$ cat src/cgrs_pkg.sv
package cgrs_pkg;

   localparam int MAX_STOPS_DEF    = 8;
   localparam int SAMPLE_COUNT_DEF = 32;

   localparam int POS_W   = 17;
   localparam int COLOR_W = 16;
   localparam int CHAN_N  = 4;
   localparam int ENTRY_W = POS_W + CHAN_N * COLOR_W;

   localparam logic [POS_W-1:0] ONE_Q16 = POS_W'(65536);

   // Element 3 is red, then green, blue and alpha in element 0.
   typedef logic [CHAN_N-1:0][COLOR_W-1:0] color_type;

endpackage

$ cat src/cgrs_ram.sv
module cgrs_ram #(
   parameter int WIDTH = 8,
   parameter int DEPTH = 8
) (
   input  logic                     clock,
   input  logic                     wr_en,
   input  logic [$clog2(DEPTH)-1:0] wr_addr,
   input  logic [WIDTH-1:0]         wr_data,
   input  logic [$clog2(DEPTH)-1:0] rd_addr,
   output logic [WIDTH-1:0]         rd_data
);

   logic [WIDTH-1:0] mem_ff [DEPTH];
   logic [WIDTH-1:0] rd_data_ff;

   always_ff @(posedge clock) begin
      if (wr_en) begin
         mem_ff[wr_addr] <= wr_data;
      end
      rd_data_ff <= mem_ff[rd_addr];
   end

   assign rd_data = rd_data_ff;

endmodule

$ cat src/color_gradient_ramp_sampler_core.sv
// Piecewise-linear color ramp sampler. Gradient stops enter one per transfer, positions in
// unsigned Q16 (clamped to 1.0) and colors as 16-bit RGBA; stops past MAX_STOPS are dropped.
// A stop transfer that is not flagged last leaves the block ready. The stop flagged last
// makes the block sample the ramp at SAMPLE_COUNT evenly spaced points and send one result
// transfer per point, the final one flagged last_sample; the store is then empty. During
// sampling req_ready is low. Each point walks the stored stops through the single registered
// read port of the stop memory; a point between two stops then runs a restoring divider for
// the fraction, unless it is 1.0, and a shared 17x18 multiplier over four channels. The
// result register lets the next stops be taken while the final result still waits.
module color_gradient_ramp_sampler_core #(
   parameter int MAX_STOPS    = cgrs_pkg::MAX_STOPS_DEF,
   parameter int SAMPLE_COUNT = cgrs_pkg::SAMPLE_COUNT_DEF
) (
   input  logic                         clock,
   input  logic                         reset,
   input  logic                         req_valid,
   output logic                         req_ready,
   input  logic [cgrs_pkg::POS_W-1:0]   req_stop_pos,
   input  logic [cgrs_pkg::COLOR_W-1:0] req_stop_red,
   input  logic [cgrs_pkg::COLOR_W-1:0] req_stop_green,
   input  logic [cgrs_pkg::COLOR_W-1:0] req_stop_blue,
   input  logic [cgrs_pkg::COLOR_W-1:0] req_stop_alpha,
   input  logic                         req_last_stop,
   output logic                         rsp_valid,
   input  logic                         rsp_ready,
   output logic [cgrs_pkg::COLOR_W-1:0] rsp_out_red,
   output logic [cgrs_pkg::COLOR_W-1:0] rsp_out_green,
   output logic [cgrs_pkg::COLOR_W-1:0] rsp_out_blue,
   output logic [cgrs_pkg::COLOR_W-1:0] rsp_out_alpha,
   output logic                         rsp_last_sample
);

   import cgrs_pkg::*;

   localparam int IDXW   = $clog2(MAX_STOPS);
   localparam int CNTW   = $clog2(MAX_STOPS + 1);
   localparam int SW     = $clog2(SAMPLE_COUNT);
   localparam int Q_STEP = 65536 / SAMPLE_COUNT;
   localparam int R_STEP = 65536 % SAMPLE_COUNT;

   localparam logic [2:0] ST_IDLE  = 3'd0;
   localparam logic [2:0] ST_FETCH = 3'd1;
   localparam logic [2:0] ST_TEST  = 3'd2;
   localparam logic [2:0] ST_DIV   = 3'd3;
   localparam logic [2:0] ST_MUL   = 3'd4;
   localparam logic [2:0] ST_ADD   = 3'd5;
   localparam logic [2:0] ST_EMIT  = 3'd6;

   logic [2:0]             state_ff, state_in;
   logic [CNTW-1:0]        held_ff, held_in;
   logic [CNTW-1:0]        count_ff, count_in;
   logic [IDXW-1:0]        idx_ff, idx_in;
   logic [SW-1:0]          samp_ff, samp_in;
   logic [POS_W-1:0]       t_ff, t_in;
   logic [SW-1:0]          rem_ff, rem_in;
   logic [POS_W-1:0]       prev_pos_ff, prev_pos_in;
   color_type              prev_color_ff, prev_color_in;
   color_type              next_color_ff, next_color_in;
   logic [POS_W-1:0]       div_rem_ff, div_rem_in;
   logic [POS_W-1:0]       div_den_ff, div_den_in;
   logic [POS_W-1:0]       frac_ff, frac_in;
   logic [3:0]             div_cnt_ff, div_cnt_in;
   logic [1:0]             chan_ff, chan_in;
   logic signed [34:0]     prod_ff, prod_in;
   color_type              res_ff, res_in;
   logic                   rsp_valid_ff, rsp_valid_in;
   color_type              rsp_color_ff, rsp_color_in;
   logic                   rsp_last_ff, rsp_last_in;

   logic                   wr_en;
   logic [ENTRY_W-1:0]     wr_data;
   logic [ENTRY_W-1:0]     rd_data;
   logic [POS_W-1:0]       pos_clamped;
   logic [POS_W-1:0]       rd_pos;
   color_type              rd_color;
   logic                   not_full;
   logic                   at_end;
   logic [POS_W-1:0]       span_x;
   logic [POS_W-1:0]       span_d;
   logic [POS_W-1:0]       div_shift;
   logic                   div_bit;
   logic signed [16:0]     chan_diff;
   logic signed [34:0]     blend_sum;
   logic                   is_last_samp;
   logic [SW:0]            rem_sum;

   assign pos_clamped = (req_stop_pos > ONE_Q16) ? ONE_Q16 : req_stop_pos;
   assign not_full    = held_ff < CNTW'(MAX_STOPS);
   assign req_ready   = state_ff == ST_IDLE;
   assign wr_en       = req_valid && req_ready && not_full;
   assign wr_data     = {pos_clamped, req_stop_red, req_stop_green, req_stop_blue,
                         req_stop_alpha};

   cgrs_ram #(
      .WIDTH (ENTRY_W),
      .DEPTH (MAX_STOPS)
   ) u_stop_ram (
      .clock   (clock),
      .wr_en   (wr_en),
      .wr_addr (held_ff[IDXW-1:0]),
      .wr_data (wr_data),
      .rd_addr (idx_ff),
      .rd_data (rd_data)
   );

   assign rd_pos       = rd_data[ENTRY_W-1 -: POS_W];
   assign rd_color     = color_type'(rd_data[CHAN_N*COLOR_W-1:0]);
   assign at_end       = CNTW'(idx_ff) == (count_ff - CNTW'(1));
   assign span_x       = t_ff - prev_pos_ff;
   assign span_d       = rd_pos - prev_pos_ff;
   assign div_shift    = {div_rem_ff[POS_W-2:0], 1'b0};
   assign div_bit      = div_shift >= div_den_ff;
   assign chan_diff    = $signed({1'b0, next_color_ff[chan_ff]}) -
                         $signed({1'b0, prev_color_ff[chan_ff]});
   assign blend_sum    = $signed({19'd0, prev_color_ff[chan_ff]}) + (prod_ff >>> 16);
   assign is_last_samp = samp_ff == SW'(SAMPLE_COUNT - 1);
   assign rem_sum      = {1'b0, rem_ff} + (SW + 1)'(R_STEP);

   always_comb begin
      state_in      = state_ff;
      held_in       = held_ff;
      count_in      = count_ff;
      idx_in        = idx_ff;
      samp_in       = samp_ff;
      t_in          = t_ff;
      rem_in        = rem_ff;
      prev_pos_in   = prev_pos_ff;
      prev_color_in = prev_color_ff;
      next_color_in = next_color_ff;
      div_rem_in    = div_rem_ff;
      div_den_in    = div_den_ff;
      frac_in       = frac_ff;
      div_cnt_in    = div_cnt_ff;
      chan_in       = chan_ff;
      prod_in       = prod_ff;
      res_in        = res_ff;
      rsp_valid_in  = rsp_valid_ff;
      rsp_color_in  = rsp_color_ff;
      rsp_last_in   = rsp_last_ff;

      if (rsp_ready) begin
         rsp_valid_in = 1'b0;
      end

      unique case (state_ff)
         ST_IDLE: begin
            if (req_valid) begin
               if (not_full) begin
                  held_in = held_ff + CNTW'(1);
               end
               if (req_last_stop) begin
                  count_in = not_full ? held_ff + CNTW'(1) : held_ff;
                  held_in  = '0;
                  idx_in   = '0;
                  samp_in  = '0;
                  t_in     = '0;
                  rem_in   = '0;
                  state_in = ST_FETCH;
               end
            end
         end
         ST_FETCH: begin
            state_in = ST_TEST;
         end
         ST_TEST: begin
            priority if (t_ff <= rd_pos && idx_ff == '0) begin
               res_in   = rd_color;
               state_in = ST_EMIT;
            end else if (t_ff <= rd_pos) begin
               next_color_in = rd_color;
               chan_in       = '0;
               if (rd_pos <= prev_pos_ff || span_x == span_d) begin
                  frac_in  = ONE_Q16;
                  state_in = ST_MUL;
               end else begin
                  div_rem_in = span_x;
                  div_den_in = span_d;
                  frac_in    = '0;
                  div_cnt_in = '0;
                  state_in   = ST_DIV;
               end
            end else if (at_end) begin
               res_in   = rd_color;
               state_in = ST_EMIT;
            end else begin
               prev_pos_in   = rd_pos;
               prev_color_in = rd_color;
               idx_in        = idx_ff + IDXW'(1);
               state_in      = ST_FETCH;
            end
         end
         ST_DIV: begin
            div_rem_in = div_bit ? div_shift - div_den_ff : div_shift;
            frac_in    = {frac_ff[POS_W-2:0], div_bit};
            div_cnt_in = div_cnt_ff + 4'd1;
            if (div_cnt_ff == 4'd15) begin
               state_in = ST_MUL;
            end
         end
         ST_MUL: begin
            prod_in  = chan_diff * $signed({1'b0, frac_ff});
            state_in = ST_ADD;
         end
         ST_ADD: begin
            res_in[chan_ff] = blend_sum[COLOR_W-1:0];
            chan_in         = chan_ff + 2'd1;
            state_in        = (chan_ff == 2'd3) ? ST_EMIT : ST_MUL;
         end
         ST_EMIT: begin
            if (!rsp_valid_ff || rsp_ready) begin
               rsp_valid_in = 1'b1;
               rsp_color_in = res_ff;
               rsp_last_in  = is_last_samp;
               if (is_last_samp) begin
                  state_in = ST_IDLE;
               end else begin
                  samp_in  = samp_ff + SW'(1);
                  idx_in   = '0;
                  if (rem_sum >= (SW + 1)'(SAMPLE_COUNT)) begin
                     rem_in = SW'(rem_sum - (SW + 1)'(SAMPLE_COUNT));
                     t_in   = t_ff + POS_W'(Q_STEP + 1);
                  end else begin
                     rem_in = rem_sum[SW-1:0];
                     t_in   = t_ff + POS_W'(Q_STEP);
                  end
                  state_in = ST_FETCH;
               end
            end
         end
         default: begin
            state_in = ST_IDLE;
         end
      endcase
   end

   always_ff @(posedge clock) begin
      if (reset) begin
         state_ff     <= ST_IDLE;
         held_ff      <= '0;
         rsp_valid_ff <= 1'b0;
      end else begin
         state_ff     <= state_in;
         held_ff      <= held_in;
         rsp_valid_ff <= rsp_valid_in;
      end
      count_ff      <= count_in;
      idx_ff        <= idx_in;
      samp_ff       <= samp_in;
      t_ff          <= t_in;
      rem_ff        <= rem_in;
      prev_pos_ff   <= prev_pos_in;
      prev_color_ff <= prev_color_in;
      next_color_ff <= next_color_in;
      div_rem_ff    <= div_rem_in;
      div_den_ff    <= div_den_in;
      frac_ff       <= frac_in;
      div_cnt_ff    <= div_cnt_in;
      chan_ff       <= chan_in;
      prod_ff       <= prod_in;
      res_ff        <= res_in;
      rsp_color_ff  <= rsp_color_in;
      rsp_last_ff   <= rsp_last_in;
   end

   assign rsp_valid       = rsp_valid_ff;
   assign rsp_out_red     = rsp_color_ff[3];
   assign rsp_out_green   = rsp_color_ff[2];
   assign rsp_out_blue    = rsp_color_ff[1];
   assign rsp_out_alpha   = rsp_color_ff[0];
   assign rsp_last_sample = rsp_last_ff;

endmodule

$ cat config.mk
export PLATFORM = sky130hd
export DESIGN_NAME = color_gradient_ramp_sampler_core
export DESIGN_NICKNAME = d
export VERILOG_FILES = /design/src/cgrs_pkg.sv /design/src/cgrs_ram.sv /design/src/color_gradient_ramp_sampler_core.sv
export SDC_FILE = /design/constraint.sdc
export NUM_CORES = 2
export LEC_CHECK = 0
export ABC_AREA = 1
export ABC_CLOCK_PERIOD_IN_PS = 8400
export BUFFER_PORTS_ARGS = -buffer_cell sky130_fd_sc_hd__buf_2
export CORE_ASPECT_RATIO = 0.5
export CORE_MARGIN = 2
export CORE_UTILIZATION = 55
export CTS_CLUSTER_SIZE = 16
export DETAILED_ROUTE_END_ITERATION = 8
export PLACE_DENSITY = 0.74
export SYNTH_ARGS = -nofsm -noshare
export SYNTH_HDL_FRONTEND = slang
export SYNTH_SLANG_ARGS = --single-unit
$ cat constraint.sdc
create_clock -name clock -period 8.4 [get_ports clock]
set_input_delay 0 -clock clock [delete_from_list [all_inputs] [get_ports clock]]
set_output_delay 0 -clock clock [all_outputs]
set_load 0.05 [all_outputs]
# Word-level counts from Yosys, hierarchy flattened
# Memory sizes are Yosys's and may differ from the RTL's. A register that Yosys moved wholly into a read port is not among the register bits.
# Index checks and enable logic that the tools add are counted.
# totals
register_bits	404
ram_bits	648
inputBits	86
out_inout_bits	67
elab_cells	180
n_memories	1
# op_classes
add_sub_neg	14
mul	1
order_cmp	8
eq_ne	24
n_mux	69
n_bitwise	4
n_reduce_logical	27
# memory_table
memory	words	word_bits	read_ports	rd_ports_with_merged_regs	wr	line_no	source
u_stop_ram.mem_ff	8	81	1	1	1	cgrs_ram.sv:13	logic [WIDTH-1:0] mem_ff [DEPTH];
# op_table
cell	n
$mux 64	3
$mux 17	9
$pmux 64 s2	1
$mux 16	7
$pmux 17 s2	2
$bmux 16 s2	2
$bwmux 64	1
$mux 3	15
$mux 5	7
$add 17x12->17 const B	2
$le 17x17->1	2
$sub 17x17->17	2
$demux 16 s2	1
$mul 17x18->32	1
$pmux 16 s2	1
$pmux 3 s7	1
$mux 4	5
$ne 2x2->1 const B	10
$pmux 5 s2	2
$eq 17x17->1	1
$ge 17x17->1	1
$gt 17x17->1 const B	1
$sub 16x16->17	1
$add 16x16->16	1
38 further kinds	68

# Longest topological paths before layout
# logic_depth
depth_word	7
mapped_depth	42
depth_no_buf	40

# Hierarchy
# A second synthesis with hierarchy kept.
# hier_totals
cells_unflattened	5842
area_unflattened_um2	57614.0
# modules_own_cells
module	n_inst	cells_each	area_per_inst_um2
cgrs_ram	1	2897	29877.4
color_gradient_ramp_sampler_core	1	2945	27736.6

# Worst setup path before layout
# OpenSTA, ideal clock, no wires.
# synth_path
path_type	flip-flop to flip-flop
from	register chan_ff[0]
to	register prod_ff[28] (data pin)
setup_ps	260
arrival_time_ps	7660
required_ps	8140
slack_ps	480
path_stages_with_launch	41
n_path_buf	2
synth_period_minus_slack_ps	7920
path_cell_list	edfxtp_1 > inv_1 > clkbuf_1 > clkbuf_1 > nand2_1 > a32o_1 > ha_1 > fa_1 > inv_1 > nand2_2 > nand2_2 > a21oi_2 > o21ai_2 > nand2_2 > nand2_2 > a21oi_2 > o21a_4 > o21ai_4 > (+5 left out) > fa_1 > inv_1 > fa_1 > inv_1 > fa_1 > fa_1 > fa_1 > inv_1 > fa_1 > inv_1 > ha_1 > nand2_1 > inv_1 > nand2_1 > or2_2 > o21ai_0 > a21oi_1 > xnor2_1
# synth_between
elab_chain_cells	4
word_cells_on_any_way	6
classes_between	add/sub (1); mul (1); mux (4)
# synth_rtl
item	line_no	source
from (decl)	color_gradient_ramp_sampler_core.sv:63	logic [1:0] chan_ff, chan_in;
from (signal assigned)	color_gradient_ramp_sampler_core.sv:258	chan_ff <= chan_in;
$bmux 16 s2 (on tied branches)	color_gradient_ramp_sampler_core.sv:113, color_gradient_ramp_sampler_core.sv:114	
$mux 16 (on tied branches)	color_gradient_ramp_sampler_core.sv:113, color_gradient_ramp_sampler_core.sv:114	
$sub 16x16->17 (*)	color_gradient_ramp_sampler_core.sv:113	assign chan_diff = $signed({1'b0, next_color_ff[chan_ff]}) -
$mul 17x18->32 (*)	color_gradient_ramp_sampler_core.sv:201	prod_in = chan_diff * $signed({1'b0, frac_ff});
to (signal assigned)	color_gradient_ramp_sampler_core.sv:259	prod_ff <= prod_in;
to (decl)	color_gradient_ramp_sampler_core.sv:64	logic signed [34:0] prod_ff, prod_in;
# Mark *: on every way between the ends. The rest lies on a longest branch, timed or not. The select of a mux whose other input is x is not followed.
# A chain may end at the register's enable or synchronous reset.

# Final worst setup path
# layout_path
from	register chan_ff[0]
to	register prod_ff[31] (data pin)
# The elaborated chain is that of the path after synthesis.

==> results.cfg <==
[worst_setup_path]
path_common_cell = inv_1
endpoint_kind = register
slowest_delay_ns = 0.54
rrSetupSlack_ns = 0.26
rr_startpoint = chan_ff[0]
crit_path_top_delay_cell = fa_1
worstPathMaxFanout = 23
startpoint = chan_ff[0]
crit_type = register to register
r2r_cells = 39
reg2reg_to = prod_ff[31]
worstPathArrival_ns = 8.58
required_ns = 8.84
startpoint_type = register
endpoint = prod_ff[31]

[timing]
fin_ws_ns = 0.258
slew_headroom = 0.110
finalHoldViolCount = 0
final-max-slew-violation-count = 0
clock_skew_ns = 0.0577
setup_viol_count_final = 0
tightest_slew_ns = 1.33
max_freq_mhz = 123
post-route-min-period_ns = 8.14
fin_crit_sh = 0.969

[yosys]
synthSimpleGateAreaFrac = 0.122
syn-instance-count = 4864
yosysWarnings = 0
synth-seq-cells = 1101
synth_fp_nets = 5373
synthArstFlopShare = 0
seq_area_frac_synth = 0.595
synth_cell_types = 61
synth_mux_area_frac = 0
synth_area_per_cell_um2 = 11.1
synth_compound_area_frac = 0.0889
synth_top_family_by_area = adder cells
synthFlopType = edfxtp_1
yosys-top-cells-area = edfxtp_1, fa_1, nor2_1
synth_top_area_frac = 0.562
synth_xor_area_frac = 0.0100
synth_top_cell_by_area = edfxtp_1
synthAdderAreaFrac = 0.129
synth-edff-count = 1012
syn_area_mm2 = 0.0540

[routing]
wl_mm = 140
first_iter_violations = 4780
routedWlPerCell_um = 21.4
avgViaCountPerCell = 5.75
dr.pass1.iters = 6
vias = 37557
ant_nets = 0
drcViolationCount = 0

[cts]
clk_pin_slew_worst_paths_ns = 0.07
clockRootBuffer = clkbuf_16
cts_tree = built
cts.path.max_buffers = 3
clock-sinks = 1101
insertion_delay_ns = 0.71
cts_buffers = 92
h-tree-depth = 3

[floorplan]
start_util = 0.554
io_pins = 153
design.core.area_mm2 = 0.0976
die_w_um = 447
dieArea_mm2 = 0.101
fp.dieH_um = 226
placementRows = 81

[placement]
placed_cells = 6217
place_worst_setup_slack_ns = 0.202
port_buffers = 152
detailed_place_hpwl_mm = 92.8
gp_congestion = 0.969
dpl-instance-area_mm2 = 0.0563

[global_routing]
grt_antenna_before_repair = 13
grt_first_pass_wirelength_mm = 210
grt_usage = 0.275
grt_overflow = 0
grt_max_degree = 161
grt_pass1_vias = 36191

[cells_and_area]
final_core_util = 0.623
mostFrequentLayoutCells = edfxtp_1, nor2_1, nand2_1
final_cells = 6529
fin_nets = 5616
area_growth_pct = 12.5
drive_gt1_frac = 0.0965
final_common_cell = edfxtp_1
final_cell_area_mm2 = 0.0608

[flow_run]
maxCapViolations = 0

[worst_hold_path]
min_path_type = input pin to register

[outcome]
status = completed
## worst max-delay path, delay by kind of cell, from the launching register on
family          cells  cell delay [ns]
simple gates       10             1.11
flops               1             0.47
compound gates      9             1.45
buf+inv            12             1.45
fa+ha+maj           8             3.34
## logic make-up (layout without fill, tap and decap cells)
logic type	after synthesis	after routing
AND/OR/NAND/NOR	1645	1645
flip-flops	1101	1101
AO/OA/AOI/OAI	859	859
buffers and inverters	777	1097
adder cells (fa/ha/maj)	423	423
XOR/XNOR	59	59
other	0	17
## stage by stage
step                setup TNS [ns]  hold WS (ns)
floorplan                        0        0.0691
global placement                 0         0.259
detailed placement               0         0.264
CTS                              0        0.0602
global route                -0.305        0.0867
finish                           0        0.0936
## synthesized netlist by cell type (3+ instances only)
| library cell | n |
|---|---|
| edfxtp_1 | 1012 |
| nor2_1 | 847 |
| nand2_1 | 598 |
| inv_1 | 574 |
| o21ai_0 | 454 |
| fa_1 | 227 |
| ha_1 | 196 |
| clkbuf_1 | 172 |
| a21oi_1 | 133 |
| o22ai_1 | 98 |
| a31oi_1 | 89 |
| dfxtp_1 | 89 |
| nand3_1 | 78 |
| xor2_1 | 34 |
| nor3_1 | 28 |
| xnor2_1 | 23 |
| nand4_1 | 22 |
| nand2_2 | 16 |
| a32oi_1 | 15 |
| buf_1 | 15 |
| nor2_2 | 13 |
| nand3b_1 | 11 |
| a32o_1 | 10 |
| or2_2 | 10 |
| o21ai_1 | 9 |
| a211oi_1 | 6 |
| a21o_1 | 6 |
| o211ai_1 | 6 |
| a22oi_1 | 5 |
| nor4_1 | 5 |
| o21a_1 | 5 |
| buf_2 | 4 |
| clkinv_1 | 4 |
| inv_2 | 4 |
| a21oi_2 | 3 |
| and2_1 | 3 |
| o21ai_2 | 3 |
| o21bai_1 | 3 |
| or2_1 | 3 |
## final cells by class
cell class | count | area, µm²
repair buffers | 341 | 2470
clock inverters | 42 | 468
diodes | 17 | 42.5
multi-input cells | 2986 | 19200
inverters | 584 | 2240
clock buffers | 129 | 2560
fillers | 7397 | 36800
flip-flops and latches | 1101 | 32200
repair inverters | 1 | 7.51
well taps | 1328 | 1660
## sequential cells by signal, indices dropped and copies added, names as in the netlist, 17 cells and up
register            flops
prev_pos_ff            17
res_ff                 64
u_stop_ram.mem_ff     648
prev_color_ff          64
frac_ff                17
div_den_ff             17
next_color_ff          64
u_stop_ram.rd_data     81
## worst min path at each step
stage	startpoint	end	slack [ns]	cells after the start
2_1_floorplan	reset	held_ff[1]	0.07	1
3_3_place_gp	req_stop_blue[0]	u_stop_ram.mem_ff[7][16]	0.26	1
3_5_place_dp	req_stop_blue[0]	u_stop_ram.mem_ff[6][16]	0.26	1
4_1_cts	req_stop_green[6]	u_stop_ram.mem_ff[2][38]	0.06	2
5_1_grt	req_stop_blue[12]	u_stop_ram.mem_ff[1][28]	0.09	2
6_report	req_stop_green[6]	u_stop_ram.mem_ff[4][38]	0.09	2
## timing repair
action / 4_1_cts / 5_1_grt
gates resized for setup: 0 / 48
hold buffers: 88 / 0
setup buffers: 0 / 34
endpoints found under the hold margin: 660 / 0
setup endpoints to repair: 0 / 14
## routing by layer
metal,global-route usage,share of wire,up-vias
met2,0.434,0.46,1852
met4,0.0842,0.028,0
met1,0.392,0.42,18419
met3,0.0481,0.092,265
met5,0,0,-
li1,-,-,17021
Power is not shown: default switching activity piles up to over one toggle a cycle in this logic, so the estimate is an artifact.
